--- config.mk ---
export PLATFORM = sky130hd
export DESIGN_NAME = cic_front
export DESIGN_NICKNAME = d
export VERILOG_FILES = /design/src/cic_pkg.sv /design/src/cic_front.sv
export SDC_FILE = /design/constraint.sdc
export NUM_CORES = 1
export LEC_CHECK = 0
export BUFFER_PORTS_ARGS = -buffer_cell sky130_fd_sc_hd__buf_2
export CAP_MARGIN = 20
export CORE_MARGIN = 3
export CORE_UTILIZATION = 28
export DETAILED_ROUTE_END_ITERATION = 8
export GPL_TIMING_DRIVEN = 0
export HOLD_SLACK_MARGIN = 0.1
export MAX_ROUTING_LAYER = met4
export PLACE_DENSITY = 0.51
export SLEW_MARGIN = 5
export SYNTH_ARGS = -nofsm -noshare
export SYNTH_HDL_FRONTEND = slang
export SYNTH_SLANG_ARGS = --single-unit
--- constraint.sdc ---
create_clock -name clk -period 8.7 [get_ports clk]
set_input_delay 1.305 -clock clk [delete_from_list [all_inputs] [get_ports clk]]
set_output_delay 1.305 -clock clk [all_outputs]
set_load 0.01 [all_outputs]
--- src/cic_pkg.sv ---
// ----------------------------------------------------------------------------
// cic_pkg: shared types and constants for the charge deposition block
// Widths, operation and register codes, and the queue entry passed from the
// front end to the back end.
// ----------------------------------------------------------------------------
package cic_pkg;

  // Grid geometry
  localparam int GRID_POINTS = 1024;
  localparam int GRID_AW     = $clog2(GRID_POINTS);
  localparam int BANK_DEPTH  = GRID_POINTS / 2;
  localparam int BANK_AW     = GRID_AW - 1;

  // Field widths
  localparam int FRAC_BITS  = 16;
  localparam int POS_W      = 28;
  localparam int CELL_W     = POS_W - FRAC_BITS;
  localparam int WEIGHT_W   = 18;
  localparam int SCALE_W    = 24;
  localparam int LGP_W      = 10;
  localparam int OP_W       = 2;
  localparam int ACC_W      = 40;

  // Arithmetic widths
  localparam int PROD_W     = WEIGHT_W + 1 + SCALE_W;   // weight * charge_scale
  localparam int W_W        = PROD_W - FRAC_BITS - 1;   // rounded particle charge
  localparam int MPROD_W    = W_W + FRAC_BITS + 1;      // charge * offset
  localparam int SHARE_W    = MPROD_W - FRAC_BITS;      // share of one grid point

  // Port widths
  localparam int IN_TDATA_W  = 56;
  localparam int OUT_TDATA_W = 48;
  localparam int CFG_AW      = 1;
  localparam int CFG_DW      = 24;

  // Queue between front and back end
  localparam int QUEUE_DEPTH = 2;
  localparam int QUEUE_AW    = $clog2(QUEUE_DEPTH);

  // Operation codes
  localparam logic [OP_W-1:0] OP_DEPOSIT    = 2'd0;
  localparam logic [OP_W-1:0] OP_READ       = 2'd1;
  localparam logic [OP_W-1:0] OP_READ_CLEAR = 2'd2;

  // Register indexes
  localparam logic [CFG_AW-1:0] REG_CHARGE_SCALE    = 1'd0;
  localparam logic [CFG_AW-1:0] REG_LAST_GRID_POINT = 1'd1;

  // Register reset values
  localparam logic [SCALE_W-1:0] SCALE_RESET = 24'd65536;
  localparam logic [LGP_W-1:0]   LGP_RESET   = 10'd1023;

  // Work kinds decided by the front end
  localparam int KIND_W = 3;
  localparam logic [KIND_W-1:0] K_NONE       = 3'd0;
  localparam logic [KIND_W-1:0] K_DEPOSIT    = 3'd1;
  localparam logic [KIND_W-1:0] K_DROP       = 3'd2;
  localparam logic [KIND_W-1:0] K_READ       = 3'd3;
  localparam logic [KIND_W-1:0] K_READ_CLEAR = 3'd4;

  // Saturation limits
  localparam logic [ACC_W-1:0] ACC_MAX = {1'b0, {(ACC_W-1){1'b1}}};
  localparam logic [ACC_W-1:0] ACC_MIN = {1'b1, {(ACC_W-1){1'b0}}};

  typedef struct packed {
    logic [KIND_W-1:0]    kind;
    logic [GRID_AW-1:0]   cell_idx;
    logic [FRAC_BITS-1:0] frac;
    logic [PROD_W-1:0]    prod;
    logic [GRID_AW-1:0]   gidx;
    logic                 last;
  } q_entry_t;

endpackage

--- src/cic_front.sv ---
// ----------------------------------------------------------------------------
// cic_front: input acceptance and classification
// Holds the configuration registers, decodes each transaction, checks the
// deposit cell range and forms weight * charge_scale for the queue.
// ----------------------------------------------------------------------------
module cic_front (
  input  logic                          clk,
  input  logic                          rst_n,
  input  logic                          in_tvalid,
  output logic                          in_tready,
  input  logic [cic_pkg::IN_TDATA_W-1:0] in_tdata,
  input  logic [cic_pkg::OP_W-1:0]      in_tuser,
  input  logic                          in_tlast,
  input  logic                          cfg_we,
  input  logic [cic_pkg::CFG_AW-1:0]    cfg_addr,
  input  logic [cic_pkg::CFG_DW-1:0]    cfg_wdata,
  input  logic                          init_done,
  input  logic                          q_full,
  output logic                          q_push,
  output cic_pkg::q_entry_t             q_data
);

  import cic_pkg::*;

  logic signed [SCALE_W-1:0]  scale_r;
  logic [LGP_W-1:0]           lgp_r;
  logic [POS_W-1:0]           position;
  logic [WEIGHT_W-1:0]        weight;
  logic [GRID_AW-1:0]         gidx;
  logic [CELL_W-1:0]          cell_idx;
  logic                       in_range;
  logic signed [PROD_W-1:0]   prod;
  logic [KIND_W-1:0]          kind;

  // Configuration registers
  always_ff @(posedge clk) begin
    if (!rst_n) begin
      scale_r <= SCALE_RESET;
      lgp_r   <= LGP_RESET;
    end else if (cfg_we) begin
      unique case (cfg_addr)
        REG_CHARGE_SCALE:    scale_r <= cfg_wdata[SCALE_W-1:0];
        REG_LAST_GRID_POINT: lgp_r   <= cfg_wdata[LGP_W-1:0];
        default: ;
      endcase
    end
  end

  // Unpack the transaction
  assign position = in_tdata[POS_W-1:0];
  assign weight   = in_tdata[POS_W +: WEIGHT_W];
  assign gidx     = in_tdata[POS_W+WEIGHT_W +: GRID_AW];

  // Cell is floor(position); keep it only if it and the next point are on the grid
  assign cell_idx = position[POS_W-1:FRAC_BITS];
  assign in_range = !cell_idx[CELL_W-1]
                 && (cell_idx[CELL_W-2:0] < (CELL_W-1)'(lgp_r))
                 && (cell_idx[CELL_W-2:0] < (CELL_W-1)'(GRID_POINTS - 1));

  // Particle charge before rounding
  assign prod = $signed({1'b0, weight}) * scale_r;

  // Decode the operation
  always_comb begin
    unique case (in_tuser)
      OP_DEPOSIT:    kind = in_range ? K_DEPOSIT : K_DROP;
      OP_READ:       kind = K_READ;
      OP_READ_CLEAR: kind = K_READ_CLEAR;
      default:       kind = K_NONE;
    endcase
  end

  // Hold input until the grid is cleared and the queue has room
  assign in_tready = init_done && !q_full;
  assign q_push    = in_tvalid && in_tready;

  assign q_data.kind     = kind;
  assign q_data.cell_idx = cell_idx[GRID_AW-1:0];
  assign q_data.frac     = position[FRAC_BITS-1:0];
  assign q_data.prod     = prod;
  assign q_data.gidx     = gidx;
  assign q_data.last     = in_tlast;

endmodule

==> results.sh <==
export IMPL_grt_max_degree=12
export IMPL_clkLatencyLatePin_ps=280
export IMPL_yosys_area_top_type="fa_1"
export IMPL_ff_latch_area_um2=681
export IMPL_hold_violations=0
export IMPL_drc=0
export IMPL_rsz0062_at_grt="yes"
export IMPL_fillers=6703
export IMPL_fin_area_um2=21500
export IMPL_synthMostInstantiatedCell="inv_1"
export IMPL_clockBufferDepth=2
export IMPL_antenna_found_initial=5
export IMPL_synth_seq_area_share=0.0379
export IMPL_dpl_hpwl_um=46500
export IMPL_crit_fanout=7
export IMPL_vdd_drop_max_mv=0.191
export IMPL_grt_first_pass_wirelength_um=85600
export IMPL_grt_pass1_vias=15328
export IMPL_placed_cell_area_um2=19700
export IMPL_die_w_um=259
export IMPL_synth_async_sr_flop_share=0
export IMPL_hp_class="flip-flop to flip-flop"
export IMPL_grt_ovfl_total=0
export IMPL_report_final_slew_viol_count=0
export IMPL_synth_seq_cells=34
export IMPL_cts_root_buf="clkbuf_16"
export IMPL_p_per_area_nw_per_um2=185
export IMPL_synth_cell_types=57
export IMPL_cts_sinks=34
export IMPL_post_drt_wl_per_cell_um=17.8
export IMPL_place_congestion=0.901
export IMPL_synth_enable_flop_cells=0
export IMPL_setup_viol=0
export IMPL_netlist_area_um2=18000
export IMPL_numPortBuffers=147
export IMPL_core_rowCount=92
export IMPL_period_share=0.987
export IMPL_setup_ws_ps=117
export IMPL_wl_um=54900
export IMPL_routed_via_count=13879
export IMPL_ys_warn_count=0
export IMPL_drv_cap=0
export IMPL_cts_buffers=5
export IMPL_worstSetupPathType="input port to output pin"
export IMPL_die_area_um2=67200
export IMPL_slew_headroom=0.442
export IMPL_drtPass1Iterations=5
export IMPL_top_level_ports=175
export IMPL_outcome="finished, final reports clean"
export IMPL_antenna_cells=0
export IMPL_htreeDepth=2
export IMPL_syn_nets=2670
export IMPL_cts_tree="done"
export IMPL_postRouteAntennaNets=0
export IMPL_end_kind="output pin"
export IMPL_synth_cells=2031
export IMPL_p_total_mw=3.97
export IMPL_p_leak_nw=11.1
export IMPL_die_h_um=259
export IMPL_required_ps=7390
export IMPL_min_period_ps=8580
export IMPL_core_area_um2=63300
export IMPL_grt_total_usage=0.172
export IMPL_clk_pin_slew_ps=50
export IMPL_pre_cts_ws_ps=-1280
export IMPL_arrival_ps=7280
export IMPL_nets=2879
export IMPL_via_per_inst=4.50
export IMPL_drt_iter0_drc=803
export IMPL_cp_start_kind="input port"
export IMPL_synth_flop_cell="dfxtp_1"
export IMPL_fmax_ghz=0.117
export IMPL_synth_commonest_cells="inv_1 (520), fa_1 (429), and2_1 (273)"
export IMPL_avgSynthCellArea_um2=8.84
export IMPL_multiInputGateArea_um2=15200
export IMPL_layout_drive_gt1_share=0.192
export IMPL_synth_area_top_cells="fa_1 (48%), inv_1 (11%), and2_1 (9.5%)"
export IMPL_synth_top_cell_area_share=0.478
export IMPL_area_growth_syn_to_layout_pct=19.7
export IMPL_clock_skew_ps=0
export IMPL_start_util=0.284
export IMPL_worst_pin_slew_ps=836
==> report_power, final <==
group / total (mW) / switching (mW) / internal [mW]
registers: 0.176 / 0.0120 / 0.164
logic: 3.60 / 1.99 / 1.61
clock network: 0.200 / 0.0663 / 0.134
==> what timing repair did <==
action                                  in CTS  in global routing
gates cloned                                 1                  1
hold buffers                                 0                  0
buffers inserted                            19                 38
pin swaps                                   33                100
gates resized for setup                    145                196
endpoints found under the setup margin      23                 17
==> metal layers <==
| metal | GRT usage | vias to the layer above | share of wire |
|---|---|---|---|
| met3 | 0.0252 | 78 | 0.059 |
| met4 | 0.0467 | 0 | 0.028 |
| met1 | 0.201 | 7153 | 0.39 |
| met2 | 0.307 | 365 | 0.52 |
| met5 | - | - | 0 |
| li1 | - | 6283 | - |
==> cells in the final DEF, fill, tap and decap left out, types with 6 or more instances in the layout <==
cell type / count
inv_1: 504
fa_1: 406
and2_1: 263
nand2_1: 235
buf_2: 133
ha_1: 105
buf_4: 93
clkbuf_1: 37
dfxtp_1: 34
xnor2_1: 30
a21oi_1: 27
buf_6: 25
a21boi_0: 24
fa_2: 23
nor2_1: 19
a21o_1: 18
clkbuf_2: 17
o211ai_1: 17
ha_4: 15
buf_8: 14
inv_2: 13
o21ai_0: 12
clkbuf_16: 10
and2_4: 10
o21bai_1: 9
nor3_1: 9
a21oi_2: 8
xor2_1: 7
nor2b_1: 7
nand4_1: 6
o21ai_2: 6
==> kinds of logic after synthesis <==
kind of cell / share of synthesized area
AND/OR/NAND/NOR: 0.169
adder cells (fa/ha/maj): 0.562
XOR/XNOR: 0.0195
multiplexers: 0.000558
buffers and inverters: 0.147
AO/OA/AOI/OAI: 0.0638
flip-flops: 0.0379
==> area by class of cell <==
class                           count  area share
Inverter                          520      0.0913
Sequential cell                    34      0.0317
Multi-Input combinational cell   1341       0.708
Clock buffer                        5     0.00582
Clock inverter                      3     0.00186
Tap cell                          846      0.0493
Timing Repair Buffer              206      0.0629
Buffer                            132      0.0486
==> worst paths after layout <==
path | from | endpoint | slack [ps] | depth (start not counted)
setup / recovery | in_tdata[35] | q_data[51] | 120 | 26
setup reg to reg | scale_r[16] | scale_r[16] | 7300 | 3
hold / removal | lgp_r[0] | lgp_r[0] | 500 | 2
hold reg to reg | lgp_r[0] | lgp_r[0] | 500 | 2
==> per-stage QoR <==
| step | TNS, ps | util | hold WS [ps] | cells |
|---|---|---|---|---|
| 3_5_place_dp | -15120 | 0.312 | 497 | 3024 |
| 4_1_cts | 0 | 0.326 | 508 | 3049 |
| 6_report | 0 | 0.339 | 500 | 3087 |
| 5_1_grt | -236 | 0.339 | 534 | 3087 |
| 2_1_floorplan | 0 | - | 469 | 2031 |
| 3_3_place_gp | -14320 | 0.312 | 494 | 3024 |
==> worst max-delay path: stages <==
cell	delay, ps
buf_6	120
buf_8	130
buf_4	150
and2_4	160
fa_1	520
inv_2	40
fa_2	390
fa_1	510
fa_1	510
inv_2	40
fa_1	530
inv_1	50
fa_1	520
inv_2	50
ha_4	240
and3_4	170
a221o_2	440
a32oi_4	330
buf_6	160
a31oi_4	120
o211ai_1	200
buf_4	160
nand2b_4	50
a21oi_2	120
xnor2_1	120
buf_2	150
==> sequential cells by signal, summed over array words and instances, names as in the netlist <==
signal and cells:
lgp_r 10, scale_r 24
Power figures use the tool's default switching activity.
