$ cat config.mk
export PLATFORM = sky130hd
export DESIGN_NAME = cic_queue
export DESIGN_NICKNAME = d
export VERILOG_FILES = /design/src/cic_pkg.sv /design/src/cic_queue.sv
export SDC_FILE = /design/constraint.sdc
export NUM_CORES = 1
export LEC_CHECK = 0
export ABC_AREA = 0
export BUFFER_PORTS_ARGS = -buffer_cell sky130_fd_sc_hd__clkbuf_2
export CORE_MARGIN = 2
export CORE_UTILIZATION = 50
export DETAILED_ROUTE_END_ITERATION = 6
export PLACE_DENSITY = 0.77
export REMOVE_ABC_BUFFERS = 1
export SYNTH_ARGS = -nofsm -noshare
export SYNTH_HDL_FRONTEND = slang
export SYNTH_SLANG_ARGS = --single-unit
export TNS_END_PERCENT = 50
$ cat constraint.sdc
create_clock -name clk -period 12.6 [get_ports clk]
set_input_delay 2.52 -clock clk [delete_from_list [all_inputs] [get_ports clk]]
set_output_delay 2.52 -clock clk [all_outputs]
set_load 0.1 [all_outputs]
$ cat src/cic_pkg.sv
// ----------------------------------------------------------------------------
// cic_pkg: shared types and constants for the charge deposition block
// Widths, operation and register codes, and the queue entry passed from the
// front end to the back end.
// ----------------------------------------------------------------------------
package cic_pkg;

  // Grid geometry
  localparam int GRID_POINTS = 1024;
  localparam int GRID_AW     = $clog2(GRID_POINTS);
  localparam int BANK_DEPTH  = GRID_POINTS / 2;
  localparam int BANK_AW     = GRID_AW - 1;

  // Field widths
  localparam int FRAC_BITS  = 16;
  localparam int POS_W      = 28;
  localparam int CELL_W     = POS_W - FRAC_BITS;
  localparam int WEIGHT_W   = 18;
  localparam int SCALE_W    = 24;
  localparam int LGP_W      = 10;
  localparam int OP_W       = 2;
  localparam int ACC_W      = 40;

  // Arithmetic widths
  localparam int PROD_W     = WEIGHT_W + 1 + SCALE_W;   // weight * charge_scale
  localparam int W_W        = PROD_W - FRAC_BITS - 1;   // rounded particle charge
  localparam int MPROD_W    = W_W + FRAC_BITS + 1;      // charge * offset
  localparam int SHARE_W    = MPROD_W - FRAC_BITS;      // share of one grid point

  // Port widths
  localparam int IN_TDATA_W  = 56;
  localparam int OUT_TDATA_W = 48;
  localparam int CFG_AW      = 1;
  localparam int CFG_DW      = 24;

  // Queue between front and back end
  localparam int QUEUE_DEPTH = 2;
  localparam int QUEUE_AW    = $clog2(QUEUE_DEPTH);

  // Operation codes
  localparam logic [OP_W-1:0] OP_DEPOSIT    = 2'd0;
  localparam logic [OP_W-1:0] OP_READ       = 2'd1;
  localparam logic [OP_W-1:0] OP_READ_CLEAR = 2'd2;

  // Register indexes
  localparam logic [CFG_AW-1:0] REG_CHARGE_SCALE    = 1'd0;
  localparam logic [CFG_AW-1:0] REG_LAST_GRID_POINT = 1'd1;

  // Register reset values
  localparam logic [SCALE_W-1:0] SCALE_RESET = 24'd65536;
  localparam logic [LGP_W-1:0]   LGP_RESET   = 10'd1023;

  // Work kinds decided by the front end
  localparam int KIND_W = 3;
  localparam logic [KIND_W-1:0] K_NONE       = 3'd0;
  localparam logic [KIND_W-1:0] K_DEPOSIT    = 3'd1;
  localparam logic [KIND_W-1:0] K_DROP       = 3'd2;
  localparam logic [KIND_W-1:0] K_READ       = 3'd3;
  localparam logic [KIND_W-1:0] K_READ_CLEAR = 3'd4;

  // Saturation limits
  localparam logic [ACC_W-1:0] ACC_MAX = {1'b0, {(ACC_W-1){1'b1}}};
  localparam logic [ACC_W-1:0] ACC_MIN = {1'b1, {(ACC_W-1){1'b0}}};

  typedef struct packed {
    logic [KIND_W-1:0]    kind;
    logic [GRID_AW-1:0]   cell_idx;
    logic [FRAC_BITS-1:0] frac;
    logic [PROD_W-1:0]    prod;
    logic [GRID_AW-1:0]   gidx;
    logic                 last;
  } q_entry_t;

endpackage

$ cat src/cic_queue.sv
// ----------------------------------------------------------------------------
// cic_queue: short queue between front and back end
// Lets the front end keep accepting while the back end works or stalls.
// ----------------------------------------------------------------------------
module cic_queue (
  input  logic              clk,
  input  logic              rst_n,
  input  logic              push,
  input  cic_pkg::q_entry_t push_data,
  output logic              full,
  input  logic              pop,
  output cic_pkg::q_entry_t pop_data,
  output logic              empty
);

  import cic_pkg::*;

  q_entry_t              slots_r [QUEUE_DEPTH];
  logic [QUEUE_AW-1:0]   wr_ptr_r;
  logic [QUEUE_AW-1:0]   rd_ptr_r;
  logic [QUEUE_AW:0]     count_r;

  assign full     = (count_r == (QUEUE_AW+1)'(QUEUE_DEPTH));
  assign empty    = (count_r == '0);
  assign pop_data = slots_r[rd_ptr_r];

  // Store entries
  always_ff @(posedge clk) begin
    if (push) begin
      slots_r[wr_ptr_r] <= push_data;
    end
  end

  // Advance pointers and fill count
  always_ff @(posedge clk) begin
    if (!rst_n) begin
      wr_ptr_r <= '0;
      rd_ptr_r <= '0;
      count_r  <= '0;
    end else begin
      if (push) begin
        wr_ptr_r <= wr_ptr_r + 1'b1;
      end
      if (pop) begin
        rd_ptr_r <= rd_ptr_r + 1'b1;
      end
      case ({push, pop})
        2'b10:   count_r <= count_r + 1'b1;
        2'b01:   count_r <= count_r - 1'b1;
        default: count_r <= count_r;
      endcase
    end
  end

endmodule

==> impl_metrics.json, run 1 <==
{
  "wl_mm": 10.70,
  "globalplace.congestion": 0.7117,
  "remaining_drc_errors": 0,
  "start_util_pct": 51.39,
  "synth_edf_count": 166,
  "root_buffer": "clkbuf_16",
  "cp.required_ns": 10.08,
  "finalCritPeriodShare_pct": 38.73,
  "holdCritPathClass": "reg -> reg",
  "synth_seq_area_share_pct": 82.03,
  "num_vias": 3141,
  "worstPathCellList": "mux2_2, clkbuf_2",
  "seqPwrFrac_pct": 44.1,
  "end_kind": "primary output",
  "cts_hold_buf": 0,
  "synth_area_um2": 6198,
  "cp_slowest_cell": "dfxtp_4",
  "path_max_fanout": 83,
  "layout_min_cycle_time_ns": 4.880,
  "fill_cells": 844,
  "cp.arrival_ns": 2.36,
  "synthTopCellsByCount": "166 x edfxtp_1, 83 x mux2_2, 7 x buf_4, 5 x dfxtp_1, 4 x and2_1",
  "die_area_um2": 13300,
  "worst_pin_slew_ns": 1.143,
  "fin_nets": 550,
  "internal-power_w": 0.001065,
  "holdWs_ns": 0.5031,
  "dr.pass1.iters": 4,
  "antennaDiodeCount": 0,
  "synth_ff_type": "edfxtp_1",
  "yosys-top-cells-area": "edfxtp_1 80%, mux2_2 15%, dfxtp_1 1.6%, buf_4 0.85%, and2_1 0.40%",
  "crit_path_max_incr_delay_ns": 1.05,
  "crit_type": "reg -> out",
  "async_reset_ff_share_pct": 0,
  "grt_max_degree": 84,
  "track_usage_pct": 16.68,
  "io_buffers": 171,
  "cts_max_level": 4,
  "vias_per_cell": 4.885,
  "cts_buffers": 17,
  "skew_ns": 0.004662,
  "finalMaxSlewViolations": 0,
  "grt_pass1_vias": 3377,
  "finalHoldViolCount": 0,
  "fp.dieH_um": 115.3,
  "switching_share_pct": 30.44,
  "grt_antenna_before_repair": 0,
  "cts.path.max_buffers": 2,
  "ff_latch_area_um2": 5089,
  "clock.fmax_mhz": 204.9,
  "ys_types": 17,
  "drtIter0Drc": 184,
  "syn_inst": 280,
  "hpwlAfterDp_mm": 6.803,
  "p_comb_share_pct": 20.1,
  "clk_latency_ns": 0.42,
  "antenna_left": 0,
  "setup_violations": 0,
  "whs_path_depth": 2,
  "cts-resized-gates": 0,
  "ys.warnings.count": 0,
  "final_area_um2": 7855,
  "coreArea_um2": 12060,
  "multi_input_area_um2": 1057,
  "cts_sinks": 171,
  "placed_area_um2": 7223,
  "rows": 40,
  "synth_area_per_cell_um2": 22.14,
  "ys_ff_latch": 171,
  "pin_count": 172,
  "critPathLaunchType": "register",
  "grt.overflow.total": 0,
  "drive_gt1_share_pct": 60.63,
  "switchingPower_w": 0.0004660,
  "cts.clk_slew.worst_paths_ns": 0.06,
  "p_leak_nw": 2.976,
  "area_growth_pct": 26.73,
  "postCtsSetupBuffers": 0,
  "cts_tree": "built",
  "routedWlPerCell_um": 16.64,
  "rr_worst_depth": 2,
  "maxCapViolCount": 0,
  "slew_headroom_pct": 23.82,
  "yosys.cell_count.top_type": "edfxtp_1",
  "rsz0062_at_grt": "no",
  "die_x_um": 115.3,
  "power_density_nw_per_um2": 194.9,
  "run_status": "complete, no violations",
  "ir_drop_mv": 0.1107,
  "p_clk_share_pct": 35.8,
  "synth_largest_area_cell": "edfxtp_1",
  "fin_setup_tns_ns": 0,
  "grt_first_pass_wirelength_mm": 16.04,
  "synth_top_cell_area_share_pct": 80.42
}
## routing by layer
layer	wire length (um)	track usage [%]	part of all wire (%)
met3	823	6.958	7.7
met5	0	0	0
met1	4090	18.08	38
met2	5611	28.38	52
met4	172	7.871	1.6
## final timing paths
check / start / endpoint / slack (ns)
hold / removal: count_r[1] / count_r[1] / 0.50
setup / recovery: register / pop_data[3] / 7.72
hold reg to reg: count_r[1] / count_r[1] / 0.50
setup reg to reg: wr_ptr_r / slots_r[0][37] / 10.55
## layout make-up
cell class                 count  area share [%]
clock buffer                  19           5.511
clock inverter                13           2.533
inverter                       1         0.04779
multi-input combinational     99           13.46
sequential                   171           64.78
tap                          168           2.676
timing repair buffer         172           10.99
## cells in the final DEF (no fill, tap or decap), types with 2 or more instances in the layout
cell type   synthesis  final
clkbuf_2            0    171
clkbuf_1            0      2
clkbuf_16           0     17
clkinvlp_4          0      4
xnor2_1             2      2
bufinv_16           0      5
dfxtp_1             5      4
clkinv_2            0      3
edfxtp_1          166    166
mux2_2             83     83
and2_1              4      3
## critical path, delay by kind of cell, from the launching register on
family,cells,cell delay (ns)
mux,1,0.44
buf+inv,1,0.38
flops,1,1.05
## power by group through the flow
stage	clock network (W)	registers, W	logic, W
after detailed placement	0	0.000688	0.000310
after global routing	0.000580	0.000678	0.000318
after floorplan	0	0.000683	0.000262
final	0.000548	0.000675	0.000308
after global placement	0	0.000686	0.000307
after CTS	0.000559	0.000676	0.000310
## cells by family (layout without fill, tap and decap cells)
family	after synthesis	in the layout	synth area share, %
fa+ha+maj	1	1	0.2018
buf+inv	10	205	1.070
simple gates	9	9	0.8681
xor+xnor	3	3	0.4240
mux	83	83	15.08
compound gates	3	3	0.3230
flops	171	171	82.03
## metrics by stage
step,utilization (%),instances,total power [W],worst slack [ns]
2_1_floorplan,-,271,0.0009449,5.984
3_3_place_gp,59.89,611,0.0009924,8.117
3_5_place_dp,59.89,611,0.0009970,8.136
4_1_cts,65.12,643,0.001545,7.677
5_1_grt,65.12,643,0.001576,7.594
6_report,65.12,643,0.001531,7.720
## state kept, by name, indices dropped and copies added (netlist names), named ones only
register and count:
count_r 2, rd_ptr_r 1, slots_r 166, wr_ptr_r 1
Note: power is estimated with default switching activity, not from simulation.
==> inputs of run 2 (changes only) <==
--- a/config.mk
+++ b/config.mk
@@ -8,9 +8,9 @@
 export ABC_AREA = 0
 export BUFFER_PORTS_ARGS = -buffer_cell sky130_fd_sc_hd__clkbuf_2
 export CORE_MARGIN = 2
-export CORE_UTILIZATION = 50
+export CORE_UTILIZATION = 47
 export DETAILED_ROUTE_END_ITERATION = 6
-export PLACE_DENSITY = 0.77
+export PLACE_DENSITY = 0.76
 export REMOVE_ABC_BUFFERS = 1
 export SYNTH_ARGS = -nofsm -noshare
 export SYNTH_HDL_FRONTEND = slang
==> constraint.sdc (replaced) <==
create_clock -name clk -period 4.4 [get_ports clk]
set_input_delay 0.88 -clock clk [delete_from_list [all_inputs] [get_ports clk]]
set_output_delay 0.88 -clock clk [all_outputs]
set_load 0.1 [all_outputs]
==> run 2 against run 1 <==
  * Register-to-register slack lost 7.9 ns
  * Hold slack improved by 0.010 ns
  * Die area up 6.2%
  * Design area down 0.84%
  * Clock skew grew 0.0013 ns
  * Combinational power increased to 2.9 times the previous value
  * Sequential share of layout area is 0.55 points higher
  * Utilization fell by 4.1 points
  * Count of clock-buffer cells in the layout is 1 higher
  * Critical endpoint is now pop_data[59]
  * Largest cell class unchanged
  * Largest power group unchanged
  * Highest routed layer unchanged
==> impl_metrics.json, run 2 (same netlist as run 1, synthesis figures left out) <==
{
  "ir_drop_mv": 0.3159,
  "io_buffers": 171,
  "fin_nets": 550,
  "final_common_cell": "clkbuf_2",
  "cp-endpoint": "pop_data[59]",
  "maxCapViolCount": 0,
  "cts-resized-gates": 0,
  "slew_headroom_pct": 23.04,
  "hpwlAfterDp_mm": 6.554,
  "end_kind": "primary output",
  "antennaDiodeCount": 0,
  "die_x_um": 118.8,
  "run_status": "complete, no violations",
  "stdcell_count": 647,
  "routedWlPerCell_um": 16.18,
  "p_leak_nw": 2.948,
  "rr_worst_depth": 1,
  "path_max_fanout": 83,
  "grt_antenna_before_repair": 0,
  "postCtsSetupBuffers": 0,
  "holdCritPathClass": "reg -> reg",
  "wl_mm": 10.47,
  "grt_first_pass_wirelength_mm": 16.66,
  "grt_max_degree": 85,
  "crit_type": "reg -> out",
  "mostFrequentLayoutCells": "171 x clkbuf_2, 166 x edfxtp_1, 83 x mux2_2",
  "cts_buffers": 17,
  "holdWs_ns": 0.5133,
  "remaining_drc_errors": 0,
  "vias_per_cell": 4.842,
  "pin_count": 172,
  "finalHoldViolCount": 0,
  "coreArea_um2": 12770,
  "globalplace.congestion": 0.7043,
  "cts.path.max_buffers": 2,
  "cts.clk_slew.worst_paths_ns": 0.06,
  "start_util_pct": 48.53,
  "track_usage_pct": 15.56,
  "drtIter0Drc": 199,
  "dp.cells": 615,
  "critPathLaunchType": "register",
  "reg2reg_slack_ns": 2.63,
  "rows": 41,
  "drive_gt1_share_pct": 60.21,
  "regMostFlops": "slots_r",
  "die_area_um2": 14120,
  "setup_violations": 0,
  "cts_hold_buf": 0,
  "cts_max_level": 4,
  "cts_tree": "built",
  "worst_pin_slew_ns": 1.154,
  "largest_reg_flops": 166,
  "reg.largest.list": "slots_r: 166 flops, count_r: 2 flops",
  "skew_ns": 0.005991,
  "root_buffer": "clkbuf_16",
  "rr_endpoint": "slots_r[1][10]",
  "fp.dieH_um": 118.8,
  "rr_startpoint": "wr_ptr_r",
  "clk_latency_ns": 0.42,
  "power_density_nw_per_um2": 540.9,
  "cp.required_ns": 3.52,
  "layout_min_cycle_time_ns": 3.247,
  "rsz0062_at_grt": "no",
  "area_growth_pct": 25.66,
  "dr.pass1.iters": 4,
  "antenna_left": 0,
  "cts_sinks": 171,
  "num_vias": 3133,
  "clock.fmax_mhz": 307.9,
  "finalCritPeriodShare_pct": 73.80,
  "cp.arrival_ns": 2.37,
  "grt_pass1_vias": 3388,
  "grt.overflow.total": 0,
  "finalMaxSlewViolations": 0
}
-- run 2: changes by cell type in the layout (fill, tap and decap cells not counted), sizes merged --
cell      delta
inv          +1
clkinv       +3
bufinv       -3
clkbuf       +1
clkinvlp     -2
-- run 2: layout make-up --
type                            instances  area, um^2
Inverter                                1       3.754
Timing Repair Buffer                  172       863.3
Clock inverter                         12       123.9
Clock buffer                           20       436.7
Sequential cell                       171        5089
Fill cell                             925        4985
Multi-Input combinational cell         99        1057
Tap cell                              172       215.2
-- run 2: worst min-delay path by stage --
| stage | depth (start not counted) | startpoint | end | slack, ns |
|---|---|---|---|---|
| final | 2 | count_r[1] | count_r[1] | 0.51 |
| after floorplan | 2 | count_r[1] | count_r[1] | 0.47 |
| after detailed placement | 2 | count_r[1] | count_r[1] | 0.50 |
| after CTS | 2 | count_r[1] | count_r[1] | 0.52 |
| after global routing | 2 | count_r[1] | count_r[1] | 0.57 |
| after global placement | 2 | count_r[1] | count_r[1] | 0.48 |
-- run 2: worst max-delay path, stage by stage, from the launching register on --
cell and delay [ns]:
dfxtp_4 1.05, mux2_2 0.43, clkbuf_2 0.37
-- run 2: metal layers --
layer / track usage (%) / vias up / routed length (um)
li1: - / 1475 / -
met1: 17.59 / 1524 / 4129
met2: 26.22 / 117 / 5393
met3: 5.939 / 17 / 749
met4: 6.994 / 0 / 194
met5: 0 / - / 0
-- run 2: where the power goes --
group / switching, W / total, W / internal (W)
clock: 0.000570 / 0.00140 / 0.000831
combinational: 0.000713 / 0.000879 / 0.000166
sequential: 0.0000490 / 0.00193 / 0.00188
total: 0.00133 / 0.00421 / 0.00288
-- run 2: through the flow --
step / power, W / cell area, um^2 / setup slack, ns / TNS, ns / util [%]
2_1_floorplan: 0.002706 / 6136 / -0.5765 / -48.36 / -
3_3_place_gp: 0.002842 / 7228 / 1.575 / 0 / 56.59
3_5_place_dp: 0.002853 / 7228 / 1.570 / 0 / 56.59
4_1_cts: 0.004257 / 7789 / 1.106 / 0 / 60.98
5_1_grt: 0.004351 / 7789 / 1.040 / 0 / 60.98
6_report: 0.004213 / 7789 / 1.153 / 0 / 60.98
==> inputs of run 3 (changes only) <==
==> constraint.sdc (replaced) <==
create_clock -name clk -period 2.6 [get_ports clk]
set_input_delay 0.52 -clock clk [delete_from_list [all_inputs] [get_ports clk]]
set_output_delay 0.52 -clock clk [all_outputs]
set_load 0.1 [all_outputs]
==> run 3 against run 2 <==
  * Design area is 0.88% higher
  * Largest power group unchanged
  * Clock skew shrank 0.0017 ns
  * Clock power is 58% higher
  * First-iteration DRC count fell by 19%
  * Total power rose by 66%
  * Sequential power grew 67%
  * Critical path type unchanged
  * Critical path depth rose by 1
  * Worst setup slack worse by 1.0 ns
  * Utilization up 0.54 points
  * Wire length is 0.49% lower
  * Via count grew 0.16%
==> impl_metrics.json, run 3 (same netlist as run 1, synthesis figures left out) <==
{
  "run_status": "complete, no violations",
  "start_util_pct": 48.53,
  "coreArea_um2": 12770,
  "grt_antenna_before_repair": 0,
  "crit_path_max_incr_delay_ns": 0.58,
  "rr_endpoint": "slots_r[1][10]",
  "finalHoldViolCount": 0,
  "min_from": "push_data[6]",
  "drive_gt1_share_pct": 61.20,
  "die_area_um2": 14120,
  "worst_pin_slew_ns": 0.5637,
  "grt.overflow.total": 0,
  "root_buffer": "clkbuf_16",
  "cts-resized-gates": 0,
  "remaining_drc_errors": 0,
  "antenna_left": 0,
  "track_usage_pct": 15.63,
  "num_vias": 3138,
  "cp.required_ns": 2.08,
  "whs_path_depth": 1,
  "power_density_nw_per_um2": 889.3,
  "critPathBufInv": 2,
  "die_x_um": 118.8,
  "reg.largest.list": "slots_r: 166 flops, count_r: 2 flops",
  "regMostFlops": "slots_r",
  "clock.fmax_mhz": 400.5,
  "p_leak_nw": 2.970,
  "wl_mm": 10.42,
  "io_buffers": 171,
  "cp.arrival_ns": 1.98,
  "fill_cells": 940,
  "finalMaxSlewViolations": 0,
  "post-route-util_pct": 61.51,
  "reg2reg_slack_ns": 1.06,
  "cts_tree": "built",
  "cp.depth": 3,
  "maxCapViolCount": 0,
  "antennaDiodeCount": 0,
  "final_common_cell": "clkbuf_2",
  "hpwlAfterDp_mm": 7.035,
  "largest_reg_flops": 166,
  "multi_input_area_um2": 1057,
  "holdCritPathClass": "in -> reg",
  "fin_nets": 557,
  "clk_latency_ns": 0.41,
  "crit_type": "reg -> out",
  "layout_min_cycle_time_ns": 2.497,
  "rsz0062_at_grt": "no",
  "rr_startpoint": "wr_ptr_r",
  "cts.clk_slew.worst_paths_ns": 0.06,
  "drtIter0Drc": 162,
  "grt_pass1_vias": 3383,
  "cts_buffers": 17,
  "cts_sinks": 171,
  "cts_max_level": 4,
  "setup_violations": 0,
  "rr_worst_depth": 2,
  "vias_per_cell": 4.798,
  "ir_drop_mv": 0.6604,
  "final_area_um2": 7858,
  "pin_count": 172,
  "worstPathCellList": "buf_4, mux2_2, clkbuf_2",
  "rows": 41,
  "routedWlPerCell_um": 15.93,
  "placed_area_um2": 7331,
  "holdPathEnd": "slots_r[0][6]",
  "mostFrequentLayoutCells": "171 x clkbuf_2, 166 x edfxtp_1, 83 x mux2_2",
  "dr.pass1.iters": 4,
  "fp.dieH_um": 118.8,
  "end_kind": "primary output",
  "path_max_fanout": 23,
  "grt_first_pass_wirelength_mm": 16.60,
  "cts.path.max_buffers": 2,
  "fin_setup_tns_ns": 0,
  "cts_hold_buf": 0,
  "cp_slowest_cell": "dfxtp_4",
  "slew_headroom_pct": 62.58,
  "finalCritPeriodShare_pct": 96.04,
  "ff_latch_area_um2": 5089,
  "grt_max_degree": 62,
  "globalplace.congestion": 0.6781,
  "area_growth_pct": 26.77,
  "skew_ns": 0.004246,
  "postCtsSetupBuffers": 0,
  "crit_family": "buffers and inverters",
  "critPathLaunchType": "register"
}
run 3: changes by cell type in the layout (fill, tap and decap cells not counted), sizes merged:
cell | before | now
clkinvlp | 2 | 6
clkinv | 7 | 4
buf | 1 | 8
inv | 2 | 5
bufinv | 2 | 0
clkbuf | 191 | 189
run 3: where the power goes:
| part | switching, W | leakage, nW | internal [W] |
|---|---|---|---|
| combinational | 0.00124 | 1.13 | 0.000303 |
| sequential | 0.0000499 | 1.60 | 0.00318 |
| clock | 0.000988 | 0.241 | 0.00122 |
| total | 0.00228 | 2.97 | 0.00471 |
run 3: area by class of cell:
cell class | count | area share (%)
repair buffers | 179 | 12.29
multi-input cells | 99 | 13.46
clock inverters | 14 | 1.242
well taps | 172 | 2.739
clock buffers | 18 | 5.462
flip-flops and latches | 171 | 64.76
inverters | 1 | 0.04777
run 3: per-stage QoR:
stage	setup slack, ns	cells	power, W	hold slack (ns)
after detailed placement	0.5090	622	0.004850	0.5141
after floorplan	-2.017	271	0.004579	0.4662
after global placement	0.5184	622	0.004829	0.4791
after global routing	0.01136	654	0.007243	0.2674
after CTS	0.05615	654	0.007062	0.2710
final	0.1028	654	0.006988	0.2917
run 3: layer usage:
| layer | vias up | share of wire, % | GRT usage [%] |
|---|---|---|---|
| li1 | 1491 | - | - |
| met1 | 1514 | 39 | 17.39 |
| met2 | 118 | 53 | 27.23 |
| met3 | 15 | 6.3 | 5.699 |
| met4 | 0 | 1.6 | 6.250 |
| met5 | - | 0 | 0 |
run 3: how the worst max path moves through the flow:
stage	end	slack (ns)	startpoint
2_1_floorplan	slots_r[0][0]	-2.02	push
3_3_place_gp	pop_data[64]	0.52	register
3_5_place_dp	pop_data[2]	0.51	register
4_1_cts	pop_data[64]	0.06	register
5_1_grt	pop_data[64]	0.01	register
6_report	pop_data[2]	0.10	register
